**config.mk**
```make
export PLATFORM = sky130hd
export DESIGN_NAME = mmc3_bank_irq_mapper_flat
export DESIGN_NICKNAME = d
export VERILOG_FILES = /design/src/rtl/mmc3_pkg.sv /design/src/rtl/mmc3_if.sv /design/src/rtl/mmc3_core.sv /design/src/rtl/mmc3_bank_irq_mapper.sv /design/src/flat_wrapper.sv
export VERILOG_INCLUDE_DIRS = /design/src /design/src/rtl
export SDC_FILE = /design/constraint.sdc
export NUM_CORES = 1
export LEC_CHECK = 0
export ABC_AREA = 1
export BUFFER_PORTS_ARGS = -buffer_cell sky130_fd_sc_hd__buf_2
export CAP_MARGIN = 30
export CORE_MARGIN = 2
export CORE_UTILIZATION = 48
export CTS_BUF_LIST = sky130_fd_sc_hd__clkbuf_2 sky130_fd_sc_hd__clkbuf_4 sky130_fd_sc_hd__clkbuf_8
export DETAILED_ROUTE_END_ITERATION = 16
export GPL_ROUTABILITY_DRIVEN = 0
export PLACE_DENSITY_LB_ADDON = 0.2
export SLEW_MARGIN = 20
export SYNTH_ARGS = -nofsm -noshare
export SYNTH_HDL_FRONTEND = slang
export SYNTH_HIERARCHICAL = 1
export SYNTH_SLANG_ARGS = --single-unit
```
**constraint.sdc**
```tcl
create_clock -name clk -period 4.1 [get_ports clk]
set_clock_uncertainty 0.15 [all_clocks]
set_input_delay 0.82 -clock clk [delete_from_list [all_inputs] [get_ports clk]]
set_output_delay 0.82 -clock clk [all_outputs]
set_load 0.02 [all_outputs]
```
**src/rtl/mmc3_bank_irq_mapper_defines.svh**
```systemverilog
// Assertion macros shared by the mapper RTL.
`ifndef MMC3_BANK_IRQ_MAPPER_DEFINES_SVH
`define MMC3_BANK_IRQ_MAPPER_DEFINES_SVH
`ifndef NO_ASSERTIONS
// Checked on every clock edge outside reset.
`define MMC3_ASSERT(lbl, prop, msg) \
	lbl: assert property (@(posedge clk) disable iff (!arst_n) prop) else $error(msg);
// Checked on every clock edge, reset included.
`define MMC3_ASSERT_ANY(lbl, prop, msg) \
	lbl: assert property (@(posedge clk) prop) else $error(msg);
`else
`define MMC3_ASSERT(lbl, prop, msg)
`define MMC3_ASSERT_ANY(lbl, prop, msg)
`endif
`endif

```
**src/rtl/mmc3_pkg.sv**
```systemverilog
// Types, codes and constants of the bank and IRQ mapper.
`default_nettype none
package mmc3_pkg;

	localparam int PADDR_W = 3;

	// Configuration register indexes (paddr bit 2).
	localparam logic REG_PRG_BANKS   = 1'b0;
	localparam logic REG_FOUR_SCREEN = 1'b1;

	localparam logic [8:0] PRG_BANKS_RESET = 9'd32;

	// Result kinds.
	localparam logic [1:0] KIND_PRG    = 2'd0;
	localparam logic [1:0] KIND_CHR    = 2'd1;
	localparam logic [1:0] KIND_MIRROR = 2'd2;
	localparam logic [1:0] KIND_IRQ    = 2'd3;

	// Decoded CPU register addresses.
	localparam logic [15:0] DECODE_MASK    = 16'hE001;
	localparam logic [15:0] CPU_SPACE_MIN  = 16'h8000;
	localparam logic [15:0] ADDR_BANK_SEL  = 16'h8000;
	localparam logic [15:0] ADDR_BANK_DATA = 16'h8001;
	localparam logic [15:0] ADDR_MIRROR    = 16'hA000;
	localparam logic [15:0] ADDR_IRQ_LATCH = 16'hC000;
	localparam logic [15:0] ADDR_IRQ_RELOAD = 16'hC001;
	localparam logic [15:0] ADDR_IRQ_OFF   = 16'hE000;
	localparam logic [15:0] ADDR_IRQ_ON    = 16'hE001;

	localparam logic [7:0] PRG_MODE_MASK = 8'h40;
	localparam logic [7:0] CHR_INV_MASK  = 8'h80;
	localparam logic [7:0] PAIR_MASK     = 8'hFE;
	localparam logic [7:0] SEL_MASK      = 8'h07;

	typedef struct packed {
		logic        cmd;
		logic [15:0] address;
		logic [7:0]  value;
		logic        in_vblank;
		logic        rendering_on;
	} req_t;

	typedef struct packed {
		logic [1:0] kind;
		logic [2:0] slot;
		logic [7:0] bank;
		logic       last;
	} evt_t;

	typedef struct packed {
		logic [8:0] prg_banks;
		logic       four_screen;
	} cfg_t;

	typedef struct packed {
		logic [1:0] n;
		evt_t       e0;
		evt_t       e1;
	} core_out_t;

	function automatic evt_t mk_evt(logic [1:0] kind, logic [2:0] slot, logic [7:0] bank);
		evt_t e;
		e.kind = kind;
		e.slot = slot;
		e.bank = bank;
		e.last = 1'b0;
		return e;
	endfunction

endpackage
`default_nettype wire

```
**src/rtl/mmc3_if.sv**
```systemverilog
// Valid/ready channel interfaces for requests and mapper events.
`default_nettype none
interface mmc3_req_if;
	logic        valid;
	logic        ready;
	logic        cmd;
	logic [15:0] address;
	logic [7:0]  value;
	logic        in_vblank;
	logic        rendering_on;

	modport source(output valid, cmd, address, value, in_vblank, rendering_on, input ready);
	modport sink(input valid, cmd, address, value, in_vblank, rendering_on, output ready);
endinterface

interface mmc3_evt_if;
	logic       valid;
	logic       ready;
	logic [1:0] kind;
	logic [2:0] slot;
	logic [7:0] bank;
	logic       last;

	modport source(output valid, kind, slot, bank, last, input ready);
	modport sink(input valid, kind, slot, bank, last, output ready);
endinterface
`default_nettype wire

```
**src/rtl/mmc3_core.sv**
```systemverilog
// Mapper state and the event logic for one registered request.
`default_nettype none
module mmc3_core import mmc3_pkg::*; (
	input  logic      clk,
	input  logic      arst_n,
	input  logic      fire,
	input  req_t      item,
	input  cfg_t      cfg,
	output core_out_t res
);

	logic [7:0] cmd_reg_q, cmd_reg_n;
	logic       prg_mode_q, prg_mode_n;
	logic [7:0] latch_q, latch_n;
	logic [8:0] counter_q, counter_n;
	logic       en_q, en_n;
	logic       reload_q, reload_n;

	always_comb begin
		logic [7:0]  fixed;
		logic [15:0] dec;
		logic [2:0]  sel;
		logic [2:0]  inv;
		logic [7:0]  pair;
		logic        mode;

		cmd_reg_n  = cmd_reg_q;
		prg_mode_n = prg_mode_q;
		latch_n    = latch_q;
		counter_n  = counter_q;
		en_n       = en_q;
		reload_n   = reload_q;
		res        = '0;

		fixed = cfg.prg_banks[7:0] - 8'd2;
		dec   = item.address & DECODE_MASK;
		sel   = cmd_reg_q[2:0] & SEL_MASK[2:0];
		inv   = {((cmd_reg_q & CHR_INV_MASK) != 8'd0), 2'b00};
		pair  = item.value & PAIR_MASK;
		mode  = (item.value & PRG_MODE_MASK) != 8'd0;

		if (!item.cmd) begin
			if (item.address >= CPU_SPACE_MIN) begin
				unique case (dec)
					ADDR_BANK_SEL: begin
						cmd_reg_n  = item.value;
						prg_mode_n = mode;
						if (prg_mode_q != mode) begin
							res.e0 = mk_evt(KIND_PRG, mode ? 3'd0 : 3'd2, fixed);
							res.n  = 2'd1;
						end
					end
					ADDR_BANK_DATA: begin
						priority if (sel <= 3'd1) begin
							res.e0 = mk_evt(KIND_CHR, {1'b0, sel[0], 1'b0} ^ inv, pair);
							res.e1 = mk_evt(KIND_CHR, {1'b0, sel[0], 1'b1} ^ inv,
								pair | 8'd1);
							res.n  = 2'd2;
						end else if (sel <= 3'd5) begin
							res.e0 = mk_evt(KIND_CHR, (sel + 3'd2) ^ inv, item.value);
							res.n  = 2'd1;
						end else if (sel == 3'd6) begin
							res.e0 = mk_evt(KIND_PRG,
								((cmd_reg_q & PRG_MODE_MASK) != 8'd0) ? 3'd2 : 3'd0,
								item.value);
							res.n  = 2'd1;
						end else begin
							res.e0 = mk_evt(KIND_PRG, 3'd1, item.value);
							res.n  = 2'd1;
						end
					end
					ADDR_MIRROR: begin
						if (!cfg.four_screen) begin
							res.e0 = mk_evt(KIND_MIRROR, 3'd0, {7'd0, item.value[0]});
							res.n  = 2'd1;
						end
					end
					ADDR_IRQ_LATCH: latch_n = item.value;
					ADDR_IRQ_RELOAD: begin
						reload_n  = 1'b1;
						counter_n = {1'b0, latch_q};
					end
					ADDR_IRQ_OFF: en_n = 1'b0;
					ADDR_IRQ_ON: en_n = 1'b1;
					default: ;
				endcase
				// A pending reload reloads the counter after every write.
				if (reload_n) begin
					counter_n = {1'b0, latch_n};
				end
			end
		end else if (!item.in_vblank && item.rendering_on && !counter_q[8]) begin
			// The counter sticks at -1 until a write reloads it.
			reload_n  = 1'b0;
			counter_n = counter_q - 9'd1;
			if (counter_q == 9'd0 && en_q) begin
				reload_n = 1'b1;
				res.e0   = mk_evt(KIND_IRQ, 3'd0, 8'd0);
				res.n    = 2'd1;
			end
		end

		if (res.n == 2'd1) begin
			res.e0.last = 1'b1;
		end
		if (res.n == 2'd2) begin
			res.e1.last = 1'b1;
		end
	end

	always_ff @(posedge clk or negedge arst_n) begin
		if (!arst_n) begin
			cmd_reg_q  <= '0;
			prg_mode_q <= 1'b0;
			latch_q    <= '0;
			counter_q  <= '0;
			en_q       <= 1'b0;
			reload_q   <= 1'b0;
		end else if (fire) begin
			cmd_reg_q  <= cmd_reg_n;
			prg_mode_q <= prg_mode_n;
			latch_q    <= latch_n;
			counter_q  <= counter_n;
			en_q       <= en_n;
			reload_q   <= reload_n;
		end
	end

endmodule
`default_nettype wire

```
**src/rtl/mmc3_bank_irq_mapper.sv**
```systemverilog
// Top level of the bank and IRQ mapper: register port, request stage and event queue.
//
//  channel | role   | payload                                  | handshake
//  req     | sink   | cmd, address, value, in_vblank, rend_on | valid & ready
//  evt     | source | kind, slot, bank, last                   | valid & ready
//  apb     | slave  | paddr[2:0], pwdata/prdata 32 bits        | psel & penable
//
// A request is registered in the request stage, then its events are formed in one pass
// and registered into a two-entry event queue, whose head entry is offered on evt.
// Requests with at most one event can be accepted every cycle while evt keeps up;
// one with two events needs the queue empty and fills both entries.
// Reset clears the mapper state, the stage and the queue at once; no clearing pass.
// A stalled evt channel holds the request stage, and req.ready drops behind it.
`default_nettype none
`include "mmc3_bank_irq_mapper_defines.svh"
module mmc3_bank_irq_mapper import mmc3_pkg::*; (
	input  logic               clk,
	input  logic               arst_n,
	input  logic               psel,
	input  logic               penable,
	input  logic               pwrite,
	input  logic [PADDR_W-1:0] paddr,
	input  logic [31:0]        pwdata,
	output logic [31:0]        prdata,
	output logic               pready,
	mmc3_req_if.sink           req,
	mmc3_evt_if.source         evt
);

	cfg_t      cfg_q;
	logic      valid_s1;
	req_t      req_s1;
	evt_t      evq_q [2];
	logic [1:0] cnt_q;
	core_out_t core_res;

	logic       pop;
	logic       adv;
	logic [1:0] rem;
	logic [1:0] free;
	evt_t       evq_n [2];
	logic [1:0] cnt_n;

	// Register port.
	assign pready = 1'b1;

	always_ff @(posedge clk or negedge arst_n) begin
		if (!arst_n) begin
			cfg_q.prg_banks   <= PRG_BANKS_RESET;
			cfg_q.four_screen <= 1'b0;
		end else if (psel && penable && pwrite) begin
			unique case (paddr[2])
				REG_PRG_BANKS:   cfg_q.prg_banks   <= pwdata[8:0];
				REG_FOUR_SCREEN: cfg_q.four_screen <= pwdata[0];
				default: ;
			endcase
		end
	end

	always_comb begin
		unique case (paddr[2])
			REG_PRG_BANKS:   prdata = {23'd0, cfg_q.prg_banks};
			REG_FOUR_SCREEN: prdata = {31'd0, cfg_q.four_screen};
			default:         prdata = '0;
		endcase
	end

	// Event queue bookkeeping.
	assign pop  = evt.valid && evt.ready;
	assign rem  = cnt_q - {1'b0, pop};
	assign free = 2'd2 - rem;
	assign adv  = valid_s1 && (core_res.n <= free);

	assign req.ready = !valid_s1 || adv;

	mmc3_core u_core (
		.clk    (clk),
		.arst_n (arst_n),
		.fire   (adv),
		.item   (req_s1),
		.cfg    (cfg_q),
		.res    (core_res)
	);

	always_comb begin
		evq_n[0] = pop ? evq_q[1] : evq_q[0];
		evq_n[1] = evq_q[1];
		if (adv) begin
			if (rem == 2'd0) begin
				evq_n[0] = core_res.e0;
				evq_n[1] = core_res.e1;
			end else if (rem == 2'd1) begin
				evq_n[1] = core_res.e0;
			end
		end
		cnt_n = rem + (adv ? core_res.n : 2'd0);
	end

	always_ff @(posedge clk or negedge arst_n) begin
		if (!arst_n) begin
			valid_s1 <= 1'b0;
			cnt_q    <= '0;
		end else begin
			cnt_q <= cnt_n;
			if (req.valid && req.ready) begin
				valid_s1 <= 1'b1;
			end else if (adv) begin
				valid_s1 <= 1'b0;
			end
		end
	end

	always_ff @(posedge clk) begin
		if (req.valid && req.ready) begin
			req_s1.cmd          <= req.cmd;
			req_s1.address      <= req.address;
			req_s1.value        <= req.value;
			req_s1.in_vblank    <= req.in_vblank;
			req_s1.rendering_on <= req.rendering_on;
		end
		evq_q[0] <= evq_n[0];
		evq_q[1] <= evq_n[1];
	end

	assign evt.valid = cnt_q != 2'd0;
	assign evt.kind  = evq_q[0].kind;
	assign evt.slot  = evq_q[0].slot;
	assign evt.bank  = evq_q[0].bank;
	assign evt.last  = evq_q[0].last;

	`MMC3_ASSERT(a_s1_hold, valid_s1 && !adv |=> valid_s1 && $stable(req_s1), "held request lost")
	`MMC3_ASSERT(a_pair_room, adv && core_res.n == 2'd2 |-> rem == 2'd0, "pair into busy queue")
	`MMC3_ASSERT(a_irq_last, evt.valid && evt.kind == KIND_IRQ |-> evt.last, "IRQ event not last")
	`MMC3_ASSERT_ANY(a_rst_quiet, !arst_n |=> !evt.valid, "event offered right after reset")

endmodule
`default_nettype wire

```
**src/flat_wrapper.sv**
```systemverilog
// flat-port wrapper written by rule: the top's interface ports become plain ports
module mmc3_bank_irq_mapper_flat import mmc3_pkg::*;
  (clk, arst_n, psel, penable, pwrite, paddr, pwdata, prdata, pready, req_valid, req_cmd, req_address, req_value, req_in_vblank, req_rendering_on, req_ready, evt_valid, evt_kind, evt_slot, evt_bank, evt_last, evt_ready);
  mmc3_req_if req_i ();
  mmc3_evt_if evt_i ();
  input  logic clk;
  input  logic arst_n;
  input  logic psel;
  input  logic penable;
  input  logic pwrite;
  input  logic [PADDR_W-1:0] paddr;
  input  logic [31:0] pwdata;
  output logic [31:0] prdata;
  output logic pready;
  input wire logic [$bits(req_i.valid)-1:0] req_valid;
  input wire logic [$bits(req_i.cmd)-1:0] req_cmd;
  input wire logic [$bits(req_i.address)-1:0] req_address;
  input wire logic [$bits(req_i.value)-1:0] req_value;
  input wire logic [$bits(req_i.in_vblank)-1:0] req_in_vblank;
  input wire logic [$bits(req_i.rendering_on)-1:0] req_rendering_on;
  output wire logic [$bits(req_i.ready)-1:0] req_ready;
  output wire logic [$bits(evt_i.valid)-1:0] evt_valid;
  output wire logic [$bits(evt_i.kind)-1:0] evt_kind;
  output wire logic [$bits(evt_i.slot)-1:0] evt_slot;
  output wire logic [$bits(evt_i.bank)-1:0] evt_bank;
  output wire logic [$bits(evt_i.last)-1:0] evt_last;
  input wire logic [$bits(evt_i.ready)-1:0] evt_ready;
  assign req_i.valid = req_valid;
  assign req_i.cmd = req_cmd;
  assign req_i.address = req_address;
  assign req_i.value = req_value;
  assign req_i.in_vblank = req_in_vblank;
  assign req_i.rendering_on = req_rendering_on;
  assign req_ready = req_i.ready;
  assign evt_valid = evt_i.valid;
  assign evt_kind = evt_i.kind;
  assign evt_slot = evt_i.slot;
  assign evt_bank = evt_i.bank;
  assign evt_last = evt_i.last;
  assign evt_i.ready = evt_ready;
  mmc3_bank_irq_mapper u_core (.clk(clk), .arst_n(arst_n), .psel(psel), .penable(penable), .pwrite(pwrite), .paddr(paddr), .pwdata(pwdata), .prdata(prdata), .pready(pready), .req(req_i), .evt(evt_i));
endmodule
```
==> results of run 1 <==
layout make-up:
| class | instances | area, um^2 |
|---|---|---|
| sequential | 80 | 2078 |
| timing repair buffer | 63 | 345.3 |
| inverter | 76 | 286.5 |
| fill | 953 | 4594 |
| tap | 133 | 166.4 |
| clock buffer | 10 | 137.6 |
| clock inverter | 6 | 35.03 |
| multi-input combinational | 417 | 2041 |
stage by stage:
step / cells / power (mW) / utilization, % / hold WS (ns) / worst slack (ns)
floorplan: 630 / 1.723 / - / 0.2992 / 0.7139
global placement: 768 / 1.825 / 50.57 / 0.3120 / 0.7036
detailed placement: 768 / 1.850 / 50.57 / 0.3157 / 0.6526
CTS: 784 / 2.375 / 52.35 / 0.3369 / 0.4403
global route: 785 / 2.547 / 52.56 / 0.1745 / 0.2387
finish: 785 / 2.358 / 52.56 / 0.1714 / 0.4579
final timing paths:
kind                                       startpoint                         end  slack, ns  cells past startpoint
hold / removal                                 arst_n  u_core/u_core/counter_q[8]       0.17                      1
setup reg to reg           u_core/u_core/counter_q[0]  u_core/u_core/counter_q[1]       0.67                     20
setup / recovery           u_core/u_core/counter_q[0]                   req_ready       0.46                     12
min in group clk             u_core/u_core/latch_q[2]    u_core/u_core/latch_q[2]       0.34                      2
max in group asynchronous                      arst_n             u_core/cfg_q[6]       3.12                      2
hold reg to reg              u_core/u_core/latch_q[2]    u_core/u_core/latch_q[2]       0.34                      2
per-layer routing:
| layer | wire (um) | track usage [%] | vias to the layer above | part of all wire [%] |
|---|---|---|---|---|
| met5 | 0 | 0 | - | 0 |
| met4 | 142 | 6.174 | 0 | 1.5 |
| met3 | 421 | 3.696 | 14 | 4.5 |
| met2 | 4107 | 29.13 | 93 | 44 |
| met1 | 4628 | 27.29 | 1661 | 50 |
| li1 | - | - | 1926 | - |
worst reg2reg max path: stages (launching register included):
cell,delay [ns]
dfrtp_1,0.38
inv_1,0.10
ha_1,0.24
nand3_1,0.09
nor2_1,0.15
nand4_1,0.20
or2_1,0.31
nand2_1,0.07
inv_1,0.05
ha_1,0.26
nand2_1,0.09
a21boi_2,0.22
inv_1,0.10
nor2_4,0.13
nand2_2,0.18
o21ai_4,0.16
nand2_4,0.15
clkinv_2,0.11
nand3_1,0.08
nand2_1,0.06
inv_1,0.03
flip-flops by register name, indices dropped and copies added, names as in the netlist:
signal                   count
u_core/u_core/en_q           1
u_core/req_s1               15
u_core/u_core/cmd_reg_q      5
u_core/cnt_q                 2
u_core/evq_q                28
u_core/valid_s1              1
u_core/u_core/counter_q      9
u_core/cfg_q                10
u_core/u_core/latch_q        8
u_core/u_core/reload_q       1
placed cells by master (no fill, tap or decap), types with 2 or more instances in the layout:
cell	instances
nand2_1	181
inv_1	72
buf_2	56
nor2_1	54
nand3_1	44
dfrtp_1	36
edfxtp_1	29
conb_1	25
o21ai_0	24
a21oi_1	17
dfxtp_1	14
o21ai_2	13
ha_1	11
clkbuf_8	10
o21ai_1	7
nand2_2	7
buf_4	6
clkinv_2	5
xor2_1	5
nand4_1	4
inv_2	3
nand2_4	3
nor2_4	3
clkinvlp_4	2
nand3_4	2
nand3b_1	2
or2_1	2
o22ai_1	2
report_power, final:
| group | switching (mW) | total, mW | internal, mW |
|---|---|---|---|
| combinational | 0.479 | 0.729 | 0.250 |
| clock | 0.288 | 0.519 | 0.232 |
| sequential | 0.104 | 1.11 | 1.01 |
| total | 0.871 | 2.36 | 1.49 |
==> flow_summary.json, run 1 <==
{
  "path_delay_family": "simple AND/OR/NAND/NOR gates",
  "placed_cell_area_mm2": 0.004897,
  "fin_crit_sh_pct": 88.83,
  "synthesis.instances": 608,
  "peakVddDrop_uv": 221.7,
  "wl_um": 9300,
  "cts_buffers": 9,
  "post_cts_buffers": 0,
  "p_leak_nw": 2.581,
  "htree_levels": 3,
  "worstSkewPairLatency_ns": 0.36,
  "drt_iter0_markers": 254,
  "path_buf_inv": 3,
  "start_util_pct": 49.06,
  "holdCritPathClass": "primary input to async pin",
  "die_y_um": 103.5,
  "final_cell_area_mm2": 0.005090,
  "area_growth_syn_to_layout_pct": 7.137,
  "rsz0062_at_grt": "no",
  "diodes": 0,
  "drv_slew": 0,
  "detail_route.first_pass.iterations": 5,
  "via_per_inst": 4.706,
  "port_buffers": 56,
  "track_usage_pct": 19.03,
  "core_mm2": 0.009684,
  "path_clk_slew_ns": 0.08,
  "max-cap-violations": 0,
  "max_slew.worst_pin.slew_ns": 0.9256,
  "cp.required_ns": 3.13,
  "critPathSlowestCell": "dfrtp_1",
  "crit_fanout": 5,
  "grt_pass1_vias": 3382,
  "syn-cell-area_mm2": 0.004751,
  "postCtsHoldBufs": 0,
  "setup_viol": 0,
  "critPathLaunchType": "flip-flop",
  "cts_root_buffer": "clkbuf_8",
  "hold_viol": 0,
  "post_cts_resize_count": 0,
  "worstSetupPathType": "flip-flop to output port",
  "drive_gt1_share_pct": 18.10,
  "cts.path.max_buffers": 2,
  "status": "finished, final reports clean",
  "finalNetCount": 727,
  "cts.sinks": 80,
  "slowest_delay_ns": 0.38,
  "grt_pass1_wl_um": 15780,
  "grt_max_degree": 38,
  "slew_headroom_pct": 38.29,
  "period_minus_slack_ns": 3.642,
  "synth_area_per_cell_um2": 7.814,
  "crit_chain": "inv_1, ha_1, nand3_1, nor2_1, nand4_1, or2_1, nand2_1, inv_1, ha_1, nand2_1, nand3_1, buf_2",
  "fin_setup_tns_ns": 0,
  "cts_tree": "built",
  "drc": 0,
  "power_density_mw_per_mm2": 463.3,
  "grt_antenna_before_repair": 0,
  "synth-warning-count": 6,
  "fmax_mhz": 274.6,
  "crit_arrival_ns": 2.67,
  "cp-end-kind": "output port",
  "num_vias": 3694,
  "ios": 118,
  "dp_hpwl_um": 7018,
  "die-width_um": 103.5,
  "ant_nets": 0,
  "gr-total-overflow": 0,
  "num_rows": 36,
  "dieArea_mm2": 0.01071,
  "detail_route.wl_per_cell_um": 11.85
}
No activity file was read; power rests on OpenSTA's default activity.
==> inputs of run 2 (changes only) <==
Settings changed: RECOVER_POWER from default to 100.
==> flow_summary.json, run 2 (synthesis results as in run 1) <==
{
  "period_minus_slack_ns": 3.666,
  "crit_fanout": 5,
  "path_delay_family": "simple AND/OR/NAND/NOR gates",
  "post_cts_resize_count": 0,
  "grt_use_met1_pct": 27.29,
  "rr_worst_depth": 20,
  "htree_levels": 3,
  "port_buffers": 56,
  "top_register": "u_core/evq_q",
  "max-cap-violations": 1,
  "largest_reg_flops": 28,
  "worstSetupPathType": "flip-flop to output port",
  "cts.path.max_buffers": 2,
  "die_y_um": 103.5,
  "grt.busiest_layer": "met2",
  "grt_max_degree": 38,
  "final_cell_mix": "nand2_1, inv_1, nor2_1",
  "setup_viol": 0,
  "detail_route.wl_per_cell_um": 11.89,
  "slowest_delay_ns": 0.38,
  "drive_gt1_share_pct": 10.89,
  "r2r_end": "u_core/u_core/counter_q[1]",
  "grt_pass1_wl_um": 15780,
  "cts_root_buffer": "clkbuf_8",
  "layout.cells.most_common": "nand2_1",
  "gr-total-overflow": 0,
  "grt_pass1_vias": 3382,
  "cts_tree": "built",
  "max_slew.worst_pin.slew_ns": 1.602,
  "cts_buffers": 9,
  "grt_use_met2_pct": 29.13,
  "cts.sinks": 80,
  "power_density_mw_per_mm2": 469.1,
  "top_regs": "u_core/evq_q: 28 flops, u_core/req_s1: 15 flops, u_core/cfg_q: 10 flops",
  "holdCritPathClass": "primary input to async pin",
  "fmax_mhz": 272.8,
  "track_usage_pct": 19.03,
  "path_clk_slew_ns": 0.08,
  "fin_crit_sh_pct": 89.41,
  "drv_slew": 29,
  "path_buf_inv": 3,
  "crit_arrival_ns": 2.70,
  "ios": 118,
  "dp_hpwl_um": 7018,
  "critPathSlowestCell": "dfrtp_1",
  "status": "finished with violations",
  "fillers": 1003,
  "diodes": 0,
  "peakVddDrop_uv": 219.1,
  "worstSkewPairLatency_ns": 0.35,
  "slew_headroom_pct": -6.824,
  "postCtsHoldBufs": 0,
  "violations": "capacitance limit, slew limit",
  "fin_setup_tns_ns": 0,
  "ant_nets": 0,
  "finalNetCount": 727,
  "num_vias": 3725,
  "via_per_inst": 4.745,
  "p_leak_nw": 2.436,
  "drc": 0,
  "post_cts_buffers": 0,
  "postLayoutCoreUtil_pct": 51.14,
  "num_rows": 36,
  "crit_chain": "inv_1, ha_1, nand3_1, nor2_1, nand4_1, or2_0, nand2_1, inv_1, ha_1, nand2_1, nand3_1, clkbuf_1",
  "area_growth_syn_to_layout_pct": 4.240,
  "wl_um": 9330,
  "dieArea_mm2": 0.01071,
  "start_util_pct": 49.06,
  "grt_antenna_before_repair": 0,
  "drt_iter0_markers": 225,
  "detail_route.first_pass.iterations": 6,
  "cp-end-kind": "output port",
  "cp.required_ns": 3.13,
  "finalPower_mw": 2.323,
  "hold_viol": 0,
  "critPathLaunchType": "flip-flop",
  "timing.rr.start": "u_core/u_core/counter_q[0]",
  "core_mm2": 0.009684,
  "critical_path.startpoint": "u_core/u_core/counter_q[0]",
  "die-width_um": 103.5,
  "met3_usage_pct": 3.696,
  "r2r_slack_ns": 0.50,
  "rsz0062_at_grt": "no"
}
-- run 2: cell count changes in the layout (fill, tap and decap cells not counted), sizes merged --
| cell | previous run | this run |
|---|---|---|
| clkinvlp | 2 | 3 |
| clkbuf | 10 | 39 |
| clkinv | 5 | 4 |
| buf | 63 | 34 |
-- run 2: layer usage --
metal / routed length [um] / share of wire (%)
met1: 4584 / 49
met3: 524 / 5.6
met5: 0 / 0
met2: 4086 / 44
met4: 134 / 1.4
-- run 2: where the power goes --
group	total (mW)	switching [mW]	leakage [nW]	internal (mW)
Sequential	1.11	0.105	0.862	1.01
Clock	0.520	0.288	0.0878	0.232
Combinational	0.692	0.463	1.49	0.229
-- run 2: metrics by stage --
| step | cell area, um^2 | hold slack (ns) | setup WS [ns] | instances |
|---|---|---|---|---|
| global route | 4952 | 0.2915 | 0.1401 | 785 |
| finish | 4952 | 0.2540 | 0.4344 | 785 |
| CTS | 5070 | 0.3369 | 0.4403 | 784 |
| global placement | 4897 | 0.3120 | 0.7036 | 768 |
| detailed placement | 4897 | 0.3157 | 0.6526 | 768 |
| floorplan | 4833 | 0.2992 | 0.7139 | 630 |
-- run 2: final cells by class --
type                            instances  area [um^2]  area share [%]
Clock buffer                           10        137.6           2.779
Clock inverter                          6        35.03          0.7074
Inverter                               76        286.5           5.786
Multi-Input combinational cell        417         1957           39.51
Sequential cell                        80         2078           41.97
Tap cell                              133        166.4           3.360
Timing Repair Buffer                   63        291.5           5.887
-- run 2: how the worst max path moves through the flow --
stage	to	slack, ns	cells past startpoint
2_1_floorplan	u_core/evq_q[0][14]	0.71	11
3_3_place_gp	u_core/u_core/counter_q[1]	0.70	17
3_5_place_dp	u_core/u_core/counter_q[1]	0.65	17
4_1_cts	req_ready	0.44	12
5_1_grt	u_core/u_core/counter_q[1]	0.14	20
6_report	req_ready	0.43	12
==> inputs of run 3 (changes only) <==
==> constraint.sdc (replaced) <==
create_clock -name clk -period 4.1 [get_ports clk]
set_clock_uncertainty 0.15 [all_clocks]
set_input_delay 0.615 -clock clk [delete_from_list [all_inputs] [get_ports clk]]
set_output_delay 0.615 -clock clk [all_outputs]
set_load 0.02 [all_outputs]
==> flow_summary.json, run 3 (synthesis results as in run 1) <==
{
  "max_slew.worst_pin.slew_ns": 1.452,
  "wl_um": 9345,
  "post_cts_buffers": 0,
  "crit_fanout": 18,
  "htree_levels": 3,
  "diodes": 0,
  "dieArea_mm2": 0.01071,
  "slowest_delay_ns": 0.61,
  "max-cap-violations": 0,
  "detail_route.wl_per_cell_um": 11.90,
  "drc": 0,
  "via_per_inst": 4.670,
  "final_cell_mix": "nand2_1, inv_1, nor2_1",
  "cts_tree": "built",
  "fin_crit_sh_pct": 89.30,
  "worstSkewPairLatency_ns": 0.36,
  "finalNetCount": 727,
  "num_vias": 3666,
  "die-width_um": 103.5,
  "fmax_mhz": 273.1,
  "cp.depth": 16,
  "worstSetupPathType": "primary input to flip-flop",
  "postLayoutCoreUtil_pct": 51.45,
  "layout.cells.most_common": "nand2_1",
  "cp-end-kind": "flip-flop",
  "drt_iter0_markers": 183,
  "setup_viol": 0,
  "hold_viol": 0,
  "crit_arrival_ns": 3.81,
  "timing.rr.start": "u_core/u_core/counter_q[0]",
  "num_rows": 36,
  "cp.required_ns": 4.25,
  "grt_pass1_vias": 3321,
  "rsz0062_at_grt": "no",
  "dp_hpwl_um": 7073,
  "area_growth_syn_to_layout_pct": 4.872,
  "holdCritPathClass": "primary input to async pin",
  "largest_reg_flops": 28,
  "slew_headroom_pct": 3.223,
  "top_regs": "u_core/evq_q: 28 flops, u_core/req_s1: 15 flops, u_core/cfg_q: 10 flops",
  "track_usage_pct": 18.68,
  "period_minus_slack_ns": 3.661,
  "cp-endpoint": "u_core/u_core/counter_q[3]",
  "r2r_slack_ns": 0.62,
  "post_cts_resize_count": 0,
  "path_clk_slew_ns": 0.09,
  "ios": 118,
  "fin_setup_tns_ns": 0,
  "peakVddDrop_uv": 201.7,
  "path_delay_family": "simple AND/OR/NAND/NOR gates",
  "grt_max_degree": 38,
  "power_density_mw_per_mm2": 473.7,
  "crit_chain": "clkbuf_1, o21ai_0, ha_1, inv_1, ha_1, nand2_1, nand2_2, a21boi_2, inv_1, nor2_4, nand2_2, o21ai_4, nand2_4, nor2_1, nand2_1, nand3_1",
  "status": "finished, final reports clean",
  "rr_worst_depth": 19,
  "postCtsHoldBufs": 0,
  "critical_path.startpoint": "evt_ready",
  "cts.path.max_buffers": 2,
  "cts_root_buffer": "clkbuf_8",
  "ant_nets": 0,
  "gr-total-overflow": 0,
  "grt_pass1_wl_um": 15350,
  "core_mm2": 0.009684,
  "drive_gt1_share_pct": 11.35,
  "critPathSlowestCell": "clkbuf_1",
  "detail_route.first_pass.iterations": 5,
  "critPathLaunchType": "primary input",
  "top_register": "u_core/evq_q",
  "start_util_pct": 49.06,
  "port_buffers": 56,
  "drv_slew": 0,
  "die_y_um": 103.5,
  "grt_antenna_before_repair": 0,
  "r2r_end": "u_core/u_core/counter_q[3]",
  "path_buf_inv": 3,
  "cts.sinks": 80,
  "p_leak_nw": 2.454,
  "cts_buffers": 9
}
run 3: changes by cell type in the layout (fill, tap and decap cells not counted), sizes merged:
cell      previous run  this run
clkinvlp             3         1
buf                 34        33
inv                 75        78
clkinv               4         3
clkbuf              39        40
run 3: how the worst min path moves through the flow:
stage,startpoint,endpoint,cells past startpoint,slack (ns)
after CTS,arst_n,u_core/u_core/counter_q[4],1,0.25
after global routing,arst_n,u_core/u_core/latch_q[3],1,0.18
after detailed placement,u_core/u_core/latch_q[3],u_core/u_core/latch_q[3],2,0.32
final,arst_n,u_core/u_core/counter_q[5],1,0.11
after global placement,u_core/u_core/latch_q[1],u_core/u_core/latch_q[1],2,0.31
after floorplan,arst_n,u_core/cfg_q[0],0,0.17
run 3: area by class of cell:
| type | instances | area [um^2] |
|---|---|---|
| fillers | 971 | 4702 |
| repair buffers | 63 | 289.0 |
| well taps | 133 | 166.4 |
| multi-input cells | 417 | 1973 |
| flip-flops and latches | 80 | 2078 |
| inverters | 76 | 286.5 |
| clock inverters | 6 | 51.30 |
| clock buffers | 10 | 137.6 |
run 3: through the flow:
| stage | hold WS, ns | power [mW] | std cells | worst slack [ns] | area [um^2] |
|---|---|---|---|---|---|
| floorplan | 0.1694 | 1.723 | 630 | 0.9189 | 4833 |
| global placement | 0.3119 | 1.827 | 767 | 0.6926 | 4890 |
| detailed placement | 0.3162 | 1.851 | 767 | 0.5985 | 4890 |
| CTS | 0.2538 | 2.410 | 783 | 0.6312 | 5079 |
| global route | 0.1757 | 2.535 | 785 | 0.1872 | 4982 |
| finish | 0.1130 | 2.360 | 785 | 0.4386 | 4982 |
run 3: report_power, final:
part	switching [mW]	total, mW	leakage [nW]	internal [mW]
registers	0.105	1.11	0.862	1.01
logic	0.464	0.694	1.50	0.230
clock network	0.311	0.556	0.0939	0.245
run 3: metal layers:
layer	track usage [%]	share of wire, %
met1	25.94	48
met2	29.13	44
met3	3.159	5.6
met4	7.591	1.7
met5	0	0
